<file path="config.mk">
export PLATFORM = sky130hd
export DESIGN_NAME = c_subset_lexer_core
export DESIGN_NICKNAME = d
export VERILOG_FILES = /design/src/cslx_pkg.sv /design/src/cslx_scanner.sv /design/src/cslx_out_buf.sv /design/src/c_subset_lexer_core.sv
export SDC_FILE = /design/constraint.sdc
export NUM_CORES = 1
export LEC_CHECK = 0
export BUFFER_PORTS_ARGS = -buffer_cell sky130_fd_sc_hd__buf_2
export CAP_MARGIN = 25
export CORE_MARGIN = 2
export CORE_UTILIZATION = 55
export DETAILED_ROUTE_END_ITERATION = 10
export GPL_ROUTABILITY_DRIVEN = 1
export MAX_ROUTING_LAYER = met4
export PLACE_DENSITY = 0.82
export SLEW_MARGIN = 20
export SYNTH_ARGS = -nofsm -noshare
export SYNTH_HDL_FRONTEND = slang
export SYNTH_SLANG_ARGS = --single-unit
export TNS_END_PERCENT = 50
</file>
<file path="constraint.sdc">
create_clock -name clk_i -period 3.2 [get_ports clk_i]
set_input_delay 0.32 -clock clk_i [delete_from_list [all_inputs] [get_ports clk_i]]
set_output_delay 0.32 -clock clk_i [all_outputs]
set_load 0.01 [all_outputs]
</file>
<file path="src/cslx_pkg.sv">
`timescale 1ns / 1ps

package cslx_pkg;

  // Saturating limit on the length of a word or number.
  localparam int unsigned TOKEN_LEN_MAX = 255;

  // Keyword set, one candidate bit per keyword.
  localparam int unsigned NUM_KW = 9;
  localparam logic [NUM_KW-1:0] ALL_CANDIDATES = '1;

  // Token kind codes as reported on the result channel.
  localparam logic [2:0] KIND_KEYWORD     = 3'd0;
  localparam logic [2:0] KIND_IDENTIFIER  = 3'd1;
  localparam logic [2:0] KIND_NUMBER      = 3'd2;
  localparam logic [2:0] KIND_ARITHMETIC  = 3'd3;
  localparam logic [2:0] KIND_ASSIGNMENT  = 3'd4;
  localparam logic [2:0] KIND_PUNCTUATION = 3'd5;
  localparam logic [2:0] KIND_UNKNOWN     = 3'd6;

  // One source byte, or the end-of-text marker.
  typedef struct packed {
    logic [7:0] byte_in;
    logic       end_of_text;
  } lex_in_t;

  // One reported token.
  typedef struct packed {
    logic [2:0] token_kind;
    logic [7:0] token_length;
    logic [7:0] token_byte;
    logic       length_overflow;
    logic       last_of_run;
  } lex_out_t;

  // Up to two tokens caused by one input item, first one in res0.
  typedef struct packed {
    logic [1:0] count;
    lex_out_t   res0;
    lex_out_t   res1;
  } lex_pair_t;

  // Keyword text, left aligned, padded with zero bytes.
  function automatic logic [47:0] kw_text(input logic [3:0] k);
    logic [47:0] s;
    begin
      case (k)
        4'd0:    s = {"int", 24'h0};
        4'd1:    s = {"float", 8'h0};
        4'd2:    s = {"char", 16'h0};
        4'd3:    s = "return";
        4'd4:    s = {"if", 32'h0};
        4'd5:    s = {"else", 16'h0};
        4'd6:    s = {"for", 24'h0};
        4'd7:    s = {"while", 8'h0};
        4'd8:    s = {"void", 16'h0};
        default: s = '0;
      endcase
      return s;
    end
  endfunction

  // Keyword length in bytes.
  function automatic logic [2:0] kw_len(input logic [3:0] k);
    logic [2:0] n;
    begin
      case (k)
        4'd0:    n = 3'd3;
        4'd1:    n = 3'd5;
        4'd2:    n = 3'd4;
        4'd3:    n = 3'd6;
        4'd4:    n = 3'd2;
        4'd5:    n = 3'd4;
        4'd6:    n = 3'd3;
        4'd7:    n = 3'd5;
        4'd8:    n = 3'd4;
        default: n = 3'd0;
      endcase
      return n;
    end
  endfunction

  // Character of keyword k at position pos (pos below 6).
  function automatic logic [7:0] kw_char(input logic [3:0] k, input logic [2:0] pos);
    logic [47:0] s;
    begin
      s = kw_text(k) << (8 * pos);
      return s[47:40];
    end
  endfunction

endpackage

</file>
<file path="src/cslx_scanner.sv">
`timescale 1ns / 1ps

module cslx_scanner import cslx_pkg::*; #(
  parameter int unsigned TokenLenMax = TOKEN_LEN_MAX
) (
  input  logic      clk_i,
  input  logic      rst_ni,
  input  logic      advance_i,
  input  lex_in_t   item_i,
  output lex_pair_t pair_o
);

  localparam int unsigned LenW = $clog2(TokenLenMax + 1);

  typedef enum logic [1:0] {
    ModeIdle,
    ModeWord,
    ModeNumber
  } mode_e;

  mode_e             mode_q, mode_d;
  logic [LenW-1:0]   len_q, len_d;
  logic [NUM_KW-1:0] cand_q, cand_d;
  logic [7:0]        last_q, last_d;
  logic              ovf_q, ovf_d;

  logic [7:0]        b;
  logic              is_letter, is_digit, is_space, is_word;
  logic              pending;
  logic [7:0]        rep_len;
  logic              kw_hit;
  lex_out_t          flush_res, single_res;

  // Byte classes.
  assign b         = item_i.byte_in;
  assign is_letter = (b inside {["A":"Z"], ["a":"z"]});
  assign is_digit  = (b inside {["0":"9"]});
  assign is_space  = (b == " ") || (b inside {[8'd9:8'd13]});
  assign is_word   = is_letter || is_digit || (b == "_");
  assign pending   = (mode_q != ModeIdle);

  // Reported length saturates at 255 whatever the counter width.
  if (LenW > 8) begin : g_len_wide
    assign rep_len = (len_q > LenW'(255)) ? 8'hFF : len_q[7:0];
  end else begin : g_len_narrow
    assign rep_len = 8'(len_q);
  end

  // A word is a keyword if a surviving candidate has exactly its length.
  always_comb begin
    kw_hit = 1'b0;
    for (int k = 0; k < NUM_KW; k++) begin
      if (cand_q[k] && (32'(len_q) == 32'(kw_len(4'(k))))) begin
        kw_hit = 1'b1;
      end
    end
  end

  // Result for the pending word or number.
  always_comb begin
    flush_res                 = '0;
    flush_res.token_length    = rep_len;
    flush_res.token_byte      = last_q;
    flush_res.length_overflow = ovf_q;
    if (mode_q == ModeWord) begin
      flush_res.token_kind = (kw_hit && !ovf_q) ? KIND_KEYWORD : KIND_IDENTIFIER;
    end else begin
      flush_res.token_kind = KIND_NUMBER;
    end
  end

  // Result for a one-byte token.
  always_comb begin
    single_res              = '0;
    single_res.token_length = 8'd1;
    single_res.token_byte   = b;
    if (b inside {"+", "-", "*", "/"}) begin
      single_res.token_kind = KIND_ARITHMETIC;
    end else if (b == "=") begin
      single_res.token_kind = KIND_ASSIGNMENT;
    end else if (b inside {";", "(", ")", "{", "}", ","}) begin
      single_res.token_kind = KIND_PUNCTUATION;
    end else begin
      single_res.token_kind = KIND_UNKNOWN;
    end
  end

  // Next state and the results of the current item.
  always_comb begin
    logic              extend, start;
    logic [LenW-1:0]   src_len;
    logic [NUM_KW-1:0] src_cand, match;
    logic              src_ovf;
    logic              pos_ok;

    mode_d = mode_q;
    len_d  = len_q;
    cand_d = cand_q;
    last_d = last_q;
    ovf_d  = ovf_q;
    pair_o = '0;

    extend = !item_i.end_of_text &&
             (((mode_q == ModeWord) && is_word) || ((mode_q == ModeNumber) && is_digit));
    start  = !item_i.end_of_text && !extend && (is_letter || is_digit || (b == "_"));

    // Take the byte into the token, from a fresh start or from the pending one.
    src_len  = start ? '0 : len_q;
    src_cand = start ? ALL_CANDIDATES : cand_q;
    src_ovf  = start ? 1'b0 : ovf_q;
    pos_ok   = (32'(src_len) < 32'd8);
    match    = '0;
    for (int k = 0; k < NUM_KW; k++) begin
      if (pos_ok && (32'(src_len) < 32'(kw_len(4'(k)))) &&
          (kw_char(4'(k), src_len[2:0]) == b)) begin
        match[k] = 1'b1;
      end
    end

    if (item_i.end_of_text) begin
      // Flush any pending token and return to the reset state.
      if (pending) begin
        pair_o.count = 2'd1;
        pair_o.res0  = flush_res;
      end
      mode_d = ModeIdle;
      len_d  = '0;
      cand_d = ALL_CANDIDATES;
      last_d = '0;
      ovf_d  = 1'b0;
    end else if (extend || start) begin
      if (start) begin
        if (pending) begin
          pair_o.count = 2'd1;
          pair_o.res0  = flush_res;
        end
        mode_d = is_digit ? ModeNumber : ModeWord;
      end
      if (32'(src_len) < 32'(TokenLenMax)) begin
        cand_d = src_cand & match;
        len_d  = src_len + LenW'(1);
        ovf_d  = src_ovf;
      end else begin
        cand_d = '0;
        len_d  = src_len;
        ovf_d  = 1'b1;
      end
      last_d = b;
    end else begin
      // Separator or one-byte token ends any pending token.
      mode_d = ModeIdle;
      if (!is_space) begin
        if (pending) begin
          pair_o.count = 2'd2;
          pair_o.res0  = flush_res;
          pair_o.res1  = single_res;
        end else begin
          pair_o.count = 2'd1;
          pair_o.res0  = single_res;
        end
      end else if (pending) begin
        pair_o.count = 2'd1;
        pair_o.res0  = flush_res;
      end
    end

    // The final result of the item carries the run marker.
    pair_o.res0.last_of_run = (pair_o.count == 2'd1);
    pair_o.res1.last_of_run = (pair_o.count == 2'd2);
  end

  // Scanner state.
  always_ff @(posedge clk_i or negedge rst_ni) begin
    if (!rst_ni) begin
      mode_q <= ModeIdle;
      len_q  <= '0;
      cand_q <= ALL_CANDIDATES;
      last_q <= '0;
      ovf_q  <= 1'b0;
    end else if (advance_i) begin
      mode_q <= mode_d;
      len_q  <= len_d;
      cand_q <= cand_d;
      last_q <= last_d;
      ovf_q  <= ovf_d;
    end
  end

`ifndef SYNTH
  a_mode_legal: assert property (@(posedge clk_i) disable iff (!rst_ni)
    mode_q == ModeIdle || mode_q == ModeWord || mode_q == ModeNumber)
    else $error("scanner mode holds an illegal encoding");

  a_ovf_no_cand: assert property (@(posedge clk_i) disable iff (!rst_ni)
    (mode_q != ModeIdle) && ovf_q |-> (cand_q == '0))
    else $error("overlong token still has keyword candidates");

  a_pair_needs_pending: assert property (@(posedge clk_i) disable iff (!rst_ni)
    advance_i && (pair_o.count == 2'd2) |-> (mode_q != ModeIdle))
    else $error("two results without a pending token");
`endif

endmodule

</file>
<file path="src/cslx_out_buf.sv">
`timescale 1ns / 1ps

module cslx_out_buf import cslx_pkg::*; (
  input  logic      clk_i,
  input  logic      rst_ni,
  input  logic      load_i,
  input  lex_pair_t pair_i,
  output logic      can_load_o,
  output logic      out_valid_o,
  input  logic      out_stall_i,
  output lex_out_t  out_data_o
);

  logic [1:0] cnt_q;
  lex_out_t   slot0_q, slot1_q;
  logic       take;

  // A result leaves on every transfer; a new pair may enter once at most one remains
  // and that one leaves in this cycle.
  assign take        = out_valid_o && !out_stall_i;
  assign out_valid_o = (cnt_q != 2'd0);
  assign out_data_o  = slot0_q;
  assign can_load_o  = (cnt_q == 2'd0) || ((cnt_q == 2'd1) && take);

  // Fill count.
  always_ff @(posedge clk_i or negedge rst_ni) begin
    if (!rst_ni) begin
      cnt_q <= 2'd0;
    end else if (load_i) begin
      cnt_q <= pair_i.count;
    end else if (take) begin
      cnt_q <= cnt_q - 2'd1;
    end
  end

  // Result slots.
  always_ff @(posedge clk_i) begin
    if (load_i) begin
      slot0_q <= pair_i.res0;
      slot1_q <= pair_i.res1;
    end else if (take) begin
      slot0_q <= slot1_q;
    end
  end

`ifndef SYNTH
  a_cnt_range: assert property (@(posedge clk_i) disable iff (!rst_ni)
    cnt_q != 2'd3)
    else $error("result buffer count out of range");

  a_first_not_last: assert property (@(posedge clk_i) disable iff (!rst_ni)
    (cnt_q == 2'd2) |-> !slot0_q.last_of_run)
    else $error("first of two results marked as last");

  a_pair_drains_one: assert property (@(posedge clk_i) disable iff (!rst_ni)
    (cnt_q == 2'd2) |=> (cnt_q != 2'd0))
    else $error("two results left the buffer in one cycle");
`endif

endmodule

</file>
<file path="src/c_subset_lexer_core.sv">
`timescale 1ns / 1ps
// Path: an item waits in the input register, is scanned there and its results are loaded
// into the result buffer; a full result buffer holds the item in the input register.
// Throughput: one item per cycle while each item gives at most one result and the output
// is not stalled; an item that gives two results holds the input while both wait in the buffer.
// Reset: asynchronous, active low; clears the scanner to idle with no token pending,
// and empties the input and result registers.

module c_subset_lexer_core import cslx_pkg::*; #(
  parameter int unsigned TokenLenMax = TOKEN_LEN_MAX
) (
  input  logic     clk_i,
  input  logic     rst_ni,
  input  logic     in_valid_i,
  output logic     in_stall_o,
  input  lex_in_t  in_data_i,
  output logic     out_valid_o,
  input  logic     out_stall_i,
  output lex_out_t out_data_o
);

  logic      in_valid_q;
  lex_in_t   in_data_q;
  logic      can_load;
  logic      advance;
  lex_pair_t pair;

  // Input register moves on whenever the result buffer can take its results.
  assign advance    = in_valid_q && can_load;
  assign in_stall_o = in_valid_q && !can_load;

  always_ff @(posedge clk_i or negedge rst_ni) begin
    if (!rst_ni) begin
      in_valid_q <= 1'b0;
    end else if (!in_stall_o) begin
      in_valid_q <= in_valid_i;
    end
  end

  always_ff @(posedge clk_i) begin
    if (in_valid_i && !in_stall_o) begin
      in_data_q <= in_data_i;
    end
  end

  // Token scanner.
  cslx_scanner #(
    .TokenLenMax(TokenLenMax)
  ) u_scanner (
    .clk_i    (clk_i),
    .rst_ni   (rst_ni),
    .advance_i(advance),
    .item_i   (in_data_q),
    .pair_o   (pair)
  );

  // Result buffer.
  cslx_out_buf u_out_buf (
    .clk_i      (clk_i),
    .rst_ni     (rst_ni),
    .load_i     (advance),
    .pair_i     (pair),
    .can_load_o (can_load),
    .out_valid_o(out_valid_o),
    .out_stall_i(out_stall_i),
    .out_data_o (out_data_o)
  );

endmodule

</file>
# After elaboration in Yosys (flattened, before gate mapping)
# Cells that the tools add are included.
[classes] n_addsub=2 n_lt_le_gt_ge=15 n_eq_ne=34 n_shift=9 muxes=52 bitwise=2 n_reduce_logical=63
[ops] operator="$shl A47 B6 Y48 const A" n=9
[ops] operator="$mux W23" n=5
[ops] operator="$eq A8 B6 Y1 const B" n=10
[ops] operator="$eq A8 B8 Y1" n=9
[ops] operator="$mux W8" n=6
[ops] operator="$mux W21" n=2
[ops] operator="$logic_and A1 B1 Y1" n=38
[ops] operator="$mux W9" n=4
[ops] operator="$eq A8 B3 Y1 const B" n=3
[ops] operator="$eq A8 B7 Y1 const B" n=3
[ops] operator="$lt A8 B3 Y1 const B" n=3
[ops] operator="$mux W1" n=23
[ops] operator="$mux W22" n=1
[ops] operator="$eq A8 B2 Y1 const B" n=2
[ops] operator="$ge A8 B7 Y1 const B" n=2
[ops] operator="$le A8 B7 Y1 const B" n=2
[ops] operator="$lt A8 B2 Y1 const B" n=2
[ops] operator="$mux W2" n=7
[ops] operator="$mux W11" n=1
[ops] operator="$reduce_bool A2 Y1" n=5
[ops] operator="$and A9 B9 Y9" n=1
[ops] operator="$mux W3" n=3
[ops] operator="$add A8 B1 Y8 const B" n=1
[ops] operator="$ge A8 B4 Y1 const B" n=1
[ops] operator="19 further kinds" n=34
[word_totals] ff_bits=82 out_inout_bits=23 wordCells=196

# Longest topological paths before layout
# Gate-level depths: netlist of the first run.
[depth] word_depth=20 mapped_depth=16 ltp_nobuf=14

# Cells and area by module
# Synthesis of the first run repeated with hierarchy kept, for this count alone.
[unflattened] hier_cells=542 area_unflattened_um2=5139.9
[by_module_without_submodules] mod="cslx_scanner" instances=1 cells_per_inst=443 area_per_inst_um2=3131.8 seq_area_each_um2=711.9
[by_module_without_submodules] mod="cslx_out_buf" instances=1 cells_per_inst=84 area_per_inst_um2=1674.1 seq_area_each_um2=1311.3
[by_module_without_submodules] mod="c_subset_lexer_core" instances=1 cells_per_inst=15 area_per_inst_um2=334.1 seq_area_each_um2=295.3

# Worst setup path before layout of the first run
# No wires, ideal clock.
[synth_timing] path_type="reg2reg" start="reg in_data_q[8] in the netlist's numbering" end="reg u_scanner.cand_q[6]" arrival_ns=3.464 required_ns=3.139 slack_ns=-0.324 stages_incl_launch_ff=16 n_path_buf=1 period_less_slack_ns=3.524 cell_sequence="edfxtp_1 -> and4bb_1 -> nand2_2 -> o21a_1 -> buf_2 -> nand2_1 -> nand2_1 -> inv_1 -> ha_1 -> inv_1 -> ha_1 -> or3_1 -> a2111oi_0 -> nand2_1 -> nor4_1 -> o22a_1"
[synth_via] elab_chain_len=20 elab_cells_between_ends=37 classes_between="9 x order compare; 2 x eq/ne; 1 x shift; 6 x mux; 1 x bitwise; 18 x reduce/logical"
[synth_lines] item="start, declared" line_no="c_subset_lexer_core.sv:23" text="lex_in_t in_data_q;"
[synth_lines] item="start signal, assigned" line_no="c_subset_lexer_core.sv:42" text="in_data_q <= in_data_i;"
[synth_lines] item="$ge A8 B7 Y1 or $le A8 B7 Y1 (tied branches)" line_no="cslx_scanner.sv:36" text="assign is_letter = (b inside {[\"A\":\"Z\"], [\"a\":\"z\"]});"
[synth_lines] item="$logic_and A1 B1 Y1" line_no="cslx_scanner.sv:36"
[synth_lines] item="$reduce_bool A2 Y1" line_no="cslx_scanner.sv:36"
[synth_lines] item="$logic_or A1 B1 Y1 (2 in a row)" line_no="cslx_scanner.sv:39, cslx_scanner.sv:105"
[synth_lines] item="$logic_and A1 B1 Y1" line_no="cslx_scanner.sv:104" text="(((mode_q == ModeWord) && is_word) || ((mode_q == ModeNumber) && is_digit));"
[synth_lines] item="$logic_or A1 B1 Y1" line_no="cslx_scanner.sv:104"
[synth_lines] item="$logic_and A1 B1 Y1" line_no="cslx_scanner.sv:103" text="extend = !item_i.end_of_text &&"
[synth_lines] item="$logic_not A1 Y1" line_no="cslx_scanner.sv:105" text="start = !item_i.end_of_text && !extend && (is_letter || is_digit || (b == \"_\"));"
[synth_lines] item="[3 not listed]"
[synth_lines] item="$shl A47 B6 Y48 (tied with other cells)" line_no="cslx_pkg.sv:87" text="s = kw_text(k) << (8 * pos);"
[synth_lines] item="$eq A8 B8 Y1 or $logic_and A1 B1 Y1 (tied branches)" line_no="cslx_scanner.sv:115, cslx_scanner.sv:114"
[synth_lines] item="$logic_and A1 B1 Y1" line_no="cslx_scanner.sv:114" text="if (pos_ok && (32'(src_len) < 32'(kw_len(4'(k)))) &&"
[synth_lines] item="$mux W1" line_no="cslx_scanner.sv:114"
[synth_lines] item="$and A9 B9 Y9" line_no="cslx_scanner.sv:140" text="cand_d = src_cand & match;"
[synth_lines] item="$mux W9" line_no="cslx_scanner.sv:139" text="if (32'(src_len) < 32'(TokenLenMax)) begin"
[synth_lines] item="$mux W9" line_no="cslx_scanner.sv:131" text="end else if (extend || start) begin"
[synth_lines] item="$mux W9" line_no="cslx_scanner.sv:120" text="if (item_i.end_of_text) begin"
[synth_lines] item="end signal, assigned" line_no="cslx_scanner.sv:183" text="cand_q <= cand_d;"
[synth_lines] item="end, declared" line_no="cslx_scanner.sv:23" text="logic [NUM_KW-1:0] cand_q, cand_d;"
# Several ways; a longest one is shown, not always the timed one. The select of a mux whose other input is x is not followed.
# A chain may end at the register's enable or synchronous reset.

# Final worst setup path of the first run
[layout_timing] start="reg in_data_q[7] in the netlist's numbering" end="reg u_scanner.cand_q[7]"
[layout_via] elab_chain_len=20 elab_cells_between_ends=37 classes_between="9 x order compare; 2 x eq/ne; 1 x shift; 6 x mux; 1 x bitwise; 18 x reduce/logical"
[layout_lines] item="$ge A8 B7 Y1 or $le A8 B7 Y1 (tied branches)" line_no="cslx_scanner.sv:36"
[layout_lines] item="$logic_and A1 B1 Y1" line_no="cslx_scanner.sv:36"
[layout_lines] item="$reduce_bool A2 Y1" line_no="cslx_scanner.sv:36"
[layout_lines] item="$logic_or A1 B1 Y1 (2 in a row)" line_no="cslx_scanner.sv:39, cslx_scanner.sv:105"
[layout_lines] item="$logic_and A1 B1 Y1" line_no="cslx_scanner.sv:104"
[layout_lines] item="$logic_or A1 B1 Y1" line_no="cslx_scanner.sv:104"
[layout_lines] item="$logic_and A1 B1 Y1" line_no="cslx_scanner.sv:103"
[layout_lines] item="$logic_not A1 Y1" line_no="cslx_scanner.sv:105"
[layout_lines] item="[3 not listed]"
[layout_lines] item="$shl A47 B6 Y48 (tied with other cells)" line_no="cslx_pkg.sv:87"
[layout_lines] item="$eq A8 B8 Y1 or $logic_and A1 B1 Y1 (tied branches)" line_no="cslx_scanner.sv:115, cslx_scanner.sv:114"
[layout_lines] item="$logic_and A1 B1 Y1" line_no="cslx_scanner.sv:114"
[layout_lines] item="$mux W1" line_no="cslx_scanner.sv:114"
[layout_lines] item="$and A9 B9 Y9" line_no="cslx_scanner.sv:140"
[layout_lines] item="$mux W9" line_no="cslx_scanner.sv:139"
[layout_lines] item="$mux W9" line_no="cslx_scanner.sv:131"
[layout_lines] item="$mux W9" line_no="cslx_scanner.sv:120"
# Several ways; a longest one is shown, not always the timed one. The select of a mux whose other input is x is not followed.

==> flow_summary.ini, run 1 <==
[floorplanning]
row_count = 33
core_area_um2 = 8300
pin_count = 36
dieHeight_um = 96.9
start_util = 0.572
chipWidth_um = 96.9
die-area_um2 = 9380

[setup_path]
rrSetupSlack_ns = 0.16
crit_slowest_cell = edfxtp_1
reg2reg_from = in_data_q[7]
endpoint_kind = register
crit_path_cell_trace = and4bb_4 -> nand2_4 -> o21a_4 -> nand2_8 -> nand2_8 -> ha_4 -> nand2b_1 -> or4_1 -> a211o_1 -> o41ai_2 -> o21ai_1 -> a2111oi_2 -> o22a_1
crit_path_end = u_scanner.cand_q[7]
cp_max_fo = 5
critPathTopFamily = compound AO/OA/AOI/OAI gates
cp_num_buf_inv = 0
cpMostUsedCell = nand2_8
crit_arrival_ns = 3.35
reg2regPathDepth = 13
critPathKind = reg -> reg
crit_path_start = in_data_q[7]
cp.depth = 13
rr_endpoint = u_scanner.cand_q[7]
required_ns = 3.51
critPathMaxStageDelay_ns = 0.40
cp-start-kind = register

[pwr]
internal-power_mw = 3.12
vdd_drop_max_v = 0.000386
power.share.sequential = 0.309
p_per_area_nw_per_um2 = 988
power.leakage_nw = 2.27
p_switching_mw = 2.43
clock_power_share = 0.161
combPwrFrac = 0.530
p_sw_frac = 0.438

[job]
cap_viol_max_count = 0

[cells_and_area]
final_nets = 583
syn2layout_area_growth_pct = 18.3
fill_cells = 643
final_common_cell = nor2_1
final_cell_mix = 62 x nor2_1, 43 x edfxtp_1, 41 x buf_4
n_antenna_cell = 0
layout-drive-gt1-share = 0.243

[timing]
maxSlewViolCount = 0
layout_setup_ws_ns = 0.158
fmax_mhz = 329
finalSetupViolations = 0
hold_viol_final = 0
min_period_ns = 3.04
min_period_over_period = 0.951
clock_skew_ns = 0.0168
worst_slew_pin_slew_ns = 0.840
relSlewSlack = 0.440
worst_hold_slack_ns = 0.0517

[detailed_routing]
viasPerCell = 6.66
drc = 0
wire_per_inst_um = 20.9
dr.first_iter.drc_count = 742
antenna_left = 0
drtPass1Iterations = 5
finalWirelength_mm = 14.0
vias = 4446

[clocking]
cts.sinks = 74
cts_buffer_depth = 2
cts_tree = yes
htreeDepth = 3
clkSlewWorstSetupHoldPaths_ns = 0.09
cts_buffers = 9
clock_latency_ns = 0.36
clock-root-buffer = clkbuf_8

[place]
port_buffers = 35
preCtsSetupSlack_ns = 0.118
dp_hpwl_mm = 9.57
place.gp.congestion = 0.972

[synthesis]
yosysUniqueCellTypes = 76
postSynth.asyncResetShare = 0.419
netlist_area_um2 = 4740
synth_nets = 531
ys_warn_count = 0
postSynthAreaPerCell_um2 = 9.37
synth_cells = 506
synth_ff_type = edfxtp_1
synth_seq_area_share = 0.438
ys_ff_latch = 74
synth_edf_count = 43

[outcome]
outcome = finished, final reports clean

[global_route]
grt_pass1_wl_mm = 22.6
grt_max_degree = 32
antenna_found_initial = 0
grt_overflow = 0
grt_pass1_vias = 4260
grt_usage = 0.308

[hold_path]
holdCritPathClass = in -> async
-- area by class of cell --
type / count / area, um^2 / share of cell area
Clock buffer: 10 / 128 / 0.0227
Clock inverter: 6 / 113 / 0.0201
Inverter: 23 / 86.3 / 0.0154
Multi-Input combinational cell: 372 / 2570 / 0.458
Sequential cell: 74 / 2080 / 0.370
Tap cell: 105 / 131 / 0.0234
Timing Repair Buffer: 78 / 505 / 0.0901
-- kinds of logic after synthesis --
family,after synthesis,synth area share
multiplexers,3,0.00633
flip-flops,74,0.438
XOR/XNOR,20,0.0369
buffers and inverters,60,0.0525
adder cells (fa/ha/maj),12,0.0317
AND/OR/NAND/NOR,193,0.206
AO/OA/AOI/OAI,144,0.228
-- cells in the mapped netlist, types with 4 or more instances --
master     instances  share of area
dfstp_2            9          0.050
xor2_1             7          0.013
o2bb2ai_1          4         0.0074
a22o_1             4         0.0074
o211ai_1           5         0.0079
clkbuf_1          23          0.018
nand3_1           16          0.017
edfxtp_1          43           0.27
nor2_1            63          0.050
nor4b_1            4         0.0074
or3_1              5         0.0066
o41ai_1            6          0.011
a31oi_1            9          0.012
nand2b_1           5         0.0066
nor2b_1            7         0.0092
a211o_1            5         0.0092
and2_1             7         0.0092
ha_1              12          0.032
buf_1              4         0.0032
o21ai_1            7         0.0074
nand4_1            6         0.0079
nor3_1             8         0.0084
buf_2              7         0.0074
o2111ai_1          4         0.0074
dfrtp_1           22           0.12
nor4_1             5         0.0066
o31ai_1           11          0.017
inv_1             20          0.016
o22a_1             4         0.0074
a221oi_1           7          0.013
nand2_1           39          0.031
xnor2_1           13          0.024
a21oi_1           22          0.023
o21ai_0           16          0.017
and3_1            14          0.018
-- what timing repair did --
item | in CTS | in global routing
endpoints found under the setup margin | 0 | 3
setup buffers | 0 | 5
endpoints found under the hold margin | 0 | 0
resized for setup | 0 | 21
hold buffers | 0 | 0
-- flip-flops by register name, indices dropped and copies added (netlist names) --
name,count
u_out_buf.out_data_o,21
u_out_buf.slot1_q,13
in_data_q,9
u_scanner.cand_q,9
u_scanner.last_q,8
u_scanner.len_q,8
u_out_buf.cnt_q,2
u_scanner.mode_q,2
in_valid_q,1
u_scanner.ovf_q,1
-- stage by stage --
| stage | setup TNS, ns | cells | area (um^2) | util | total power [mW] |
|---|---|---|---|---|---|
| finish | 0 | 668 | 5610 | 0.676 | 5.55 |
| global route | -0.00554 | 668 | 5610 | 0.676 | 5.87 |
| CTS | 0 | 663 | 5440 | 0.656 | 5.34 |
| detailed placement | 0 | 647 | 5200 | 0.627 | 4.45 |
| global placement | 0 | 647 | 5200 | 0.627 | 4.36 |
| floorplan | -0.000184 | 506 | 4770 | - | 3.57 |
-- power by group through the flow --
stage          Combinational (mW)  Sequential [mW]  Clock, mW
2_1_floorplan                1.84             1.73          0
3_3_place_gp                 2.67             1.69          0
3_5_place_dp                 2.74             1.71          0
4_1_cts                      2.76             1.69      0.894
5_1_grt                      3.18             1.75      0.937
6_report                     2.94             1.71      0.894
-- worst min-delay path by stage --
stage / end / slack [ns] / cells after the start
6_report: u_out_buf.cnt_q[0] / 0.05 / 1
5_1_grt: u_scanner.len_q[4] / 0.11 / 1
4_1_cts: u_out_buf.cnt_q[0] / 0.08 / 1
3_5_place_dp: u_out_buf.cnt_q[1] / 0.45 / 1
3_3_place_gp: in_valid_q / 0.43 / 1
2_1_floorplan: in_valid_q / 0.02 / 0
-- routing by layer --
| metal | wire [um] | vias to the layer above | global-route usage | part of all wire |
|---|---|---|---|---|
| met5 | 0 | - | - | 0 |
| met4 | 648 | 0 | 0.132 | 0.046 |
| met3 | 1330 | 71 | 0.0535 | 0.096 |
| met2 | 6440 | 300 | 0.477 | 0.46 |
| met1 | 5530 | 2090 | 0.402 | 0.40 |
| li1 | - | 1985 | - | - |
Note: power is estimated with default switching activity, not from simulation.
==> run 2: changes to the inputs <==
--- a/config.mk
+++ b/config.mk
@@ -8,11 +8,11 @@
 export BUFFER_PORTS_ARGS = -buffer_cell sky130_fd_sc_hd__buf_2
 export CAP_MARGIN = 25
 export CORE_MARGIN = 2
-export CORE_UTILIZATION = 55
+export CORE_UTILIZATION = 61
 export DETAILED_ROUTE_END_ITERATION = 10
 export GPL_ROUTABILITY_DRIVEN = 1
 export MAX_ROUTING_LAYER = met4
-export PLACE_DENSITY = 0.82
+export PLACE_DENSITY = 0.86
 export SLEW_MARGIN = 20
 export SYNTH_ARGS = -nofsm -noshare
 export SYNTH_HDL_FRONTEND = slang
==> constraint.sdc (replaced) <==
create_clock -name clk_i -period 3.1 [get_ports clk_i]
set_input_delay 0.31 -clock clk_i [delete_from_list [all_inputs] [get_ports clk_i]]
set_output_delay 0.31 -clock clk_i [all_outputs]
set_load 0.01 [all_outputs]
==> run 2 against run 1 <==
Register-to-register slack lost 0.15 ns. Non-clock buffer count up 6. Critical endpoint is now u_scanner.cand_q[6]. Wire length decreased by 1.9%. Total power rose by 1.3%. Utilization rose by 6.2 points. Cell count is 0.45% higher. Clock power decreased by 14%. Worst setup slack worse by 0.15 ns. Fmax decreased by 1.6%. Cell area rose by 0.60%. Die area decreased by 9.4%. Largest power group unchanged. Critical path depth grew 2.
==> flow_summary.ini, run 2 (synthesized netlist as in run 1, its figures left out) <==
[detailed_routing]
drtPass1Iterations = 6
drc = 0
finalWirelength_mm = 13.7
viasPerCell = 6.56
wire_per_inst_um = 20.4
dr.first_iter.drc_count = 527
vias = 4403
antenna_left = 0

[floorplanning]
row_count = 32
die-area_um2 = 8500
dieHeight_um = 92.2
pin_count = 36
chipWidth_um = 92.2
start_util = 0.620
core_area_um2 = 7650

[pwr]
p_sw_frac = 0.448
p_per_area_nw_per_um2 = 995
combPwrFrac = 0.548
clock_power_share = 0.137
vdd_drop_max_v = 0.000538
power.leakage_nw = 2.28
internal-power_mw = 3.10
p_switching_mw = 2.52
power.share.sequential = 0.315

[clocking]
cts_tree = yes
clkSlewWorstSetupHoldPaths_ns = 0.08
htreeDepth = 3
clock-root-buffer = clkbuf_8
cts_buffer_depth = 2
cts.sinks = 74
cts_buffers = 9
clock_latency_ns = 0.37

[setup_path]
crit_slowest_cell = edfxtp_1
cp_max_fo = 5
endpoint_kind = register
crit_arrival_ns = 3.40
critPathMaxStageDelay_ns = 0.48
critPathKind = reg -> reg
cp-start-kind = register
rrSetupSlack_ns = 0.007
required_ns = 3.41
crit_path_cell_trace = buf_4 -> nor2_1 -> a21o_1 -> o21ai_4 -> nand2_8 -> nand2_8 -> inv_6 -> ha_4 -> inv_4 -> ha_4 -> or3_4 -> a2111oi_4 -> nand2_1 -> nor4_2 -> o22a_1

[timing]
fmax_mhz = 323
hold_viol_final = 0
rsz0062_at_grt = true
worst_hold_slack_ns = 0.00496
clock_skew_ns = 0.0101
finalSetupViolations = 0
maxSlewViolCount = 0
final.setup.tns_ns = 0
worst_slew_pin_slew_ns = 0.796
relSlewSlack = 0.469
min_period_ns = 3.09
min_period_over_period = 0.998

[cells_and_area]
final_common_cell = nor2_1
fin_area_um2 = 5650
post-route-util = 0.738
syn2layout_area_growth_pct = 19.0
largest_reg_flops = 21
finalNonFillerCells = 671
n_antenna_cell = 0
layout-drive-gt1-share = 0.257
final_cell_mix = 63 x nor2_1, 47 x buf_4, 43 x edfxtp_1
fill_cells = 551
multi_input_area_um2 = 2600
final_nets = 589
regArea_um2 = 2080

[place]
placed_area_um2 = 5300
place.gp.congestion = 0.990
dp_hpwl_mm = 9.54
port_buffers = 35
placed_cells = 646

[global_route]
grt_pass1_wl_mm = 21.4
grt_usage = 0.340
antenna_found_initial = 0
grt_max_degree = 32
grt_overflow = 0
grt_pass1_vias = 4051

[outcome]
outcome = finished, final reports clean

[hold_path]
holdCritPathClass = in -> async

[job]
cap_viol_max_count = 0
## run 2: cell count changes in the layout (fill, tap and decap cells not counted), moves of 2 or more
| cell | previous run | this run |
|---|---|---|
| bufinv_16 | 3 | 1 |
| buf_4 | 41 | 47 |
| inv_4 | 0 | 2 |
| inv_2 | 3 | 1 |
| clkinvlp_4 | 0 | 2 |
## run 2: layout make-up
type,instances,area share
flip-flops and latches,74,0.368
clock buffers,10,0.0226
well taps,102,0.0226
repair buffers,84,0.0975
clock inverters,6,0.0120
multi-input cells,372,0.460
inverters,23,0.0171
## run 2: path summary, 6_finish.rpt
path                                           from             endpoint  cells past startpoint
worst max-delay path                   in_data_q[2]  u_scanner.cand_q[6]                     15
worst min-delay path                         rst_ni           in_valid_q                      1
worst max register to register         in_data_q[2]  u_scanner.cand_q[6]                     15
worst min register to register  u_scanner.last_q[4]  u_scanner.last_q[4]                      2
max in group asynchronous                    rst_ni  u_scanner.last_q[2]                      1
min in group clk_i                     in_data_i[7]         in_data_q[7]                      1
## run 2: critical path: cells and delay by family (launching register included)
family / cells / cell delay, ns
flip-flops: 1 / 0.48
adder cells (fa/ha/maj): 2 / 0.30
AO/OA/AOI/OAI: 4 / 0.85
buffers and inverters: 3 / 0.32
AND/OR/NAND/NOR: 6 / 1.08
## run 2: routing by layer
layer	global-route usage	vias up	share of wire	routed length [um]
li1	-	1999	-	-
met5	-	-	0	0
met1	0.427	2059	0.39	5320
met2	0.522	271	0.47	6390
met4	0.178	0	0.048	656
met3	0.0731	74	0.097	1330
## run 2: through the flow
stage                     worst slack [ns]  total power [mW]
after floorplan                   -0.00679              3.79
after CTS                           0.0462              5.44
after global placement               0.100              4.58
after global routing               -0.0958              5.94
final                              0.00674              5.62
after detailed placement            0.0130              4.66
## run 2: power groups by stage
stage	clock network [mW]	registers [mW]	logic (mW)
after floorplan	0	1.79	2.00
after global placement	0	1.77	2.82
after detailed placement	0	1.78	2.87
after CTS	0.765	1.76	2.91
after global routing	0.805	1.81	3.33
final	0.769	1.77	3.08
## run 2: timing repair
action | CTS | global route
cloned | 0 | 0
pin swaps | 0 | 9
hold endpoints to repair | 0 | 0
endpoints found under the setup margin | 2 | 5
resized for setup | 1 | 15
hold buffers | 0 | 0
setup buffers | 1 | 8
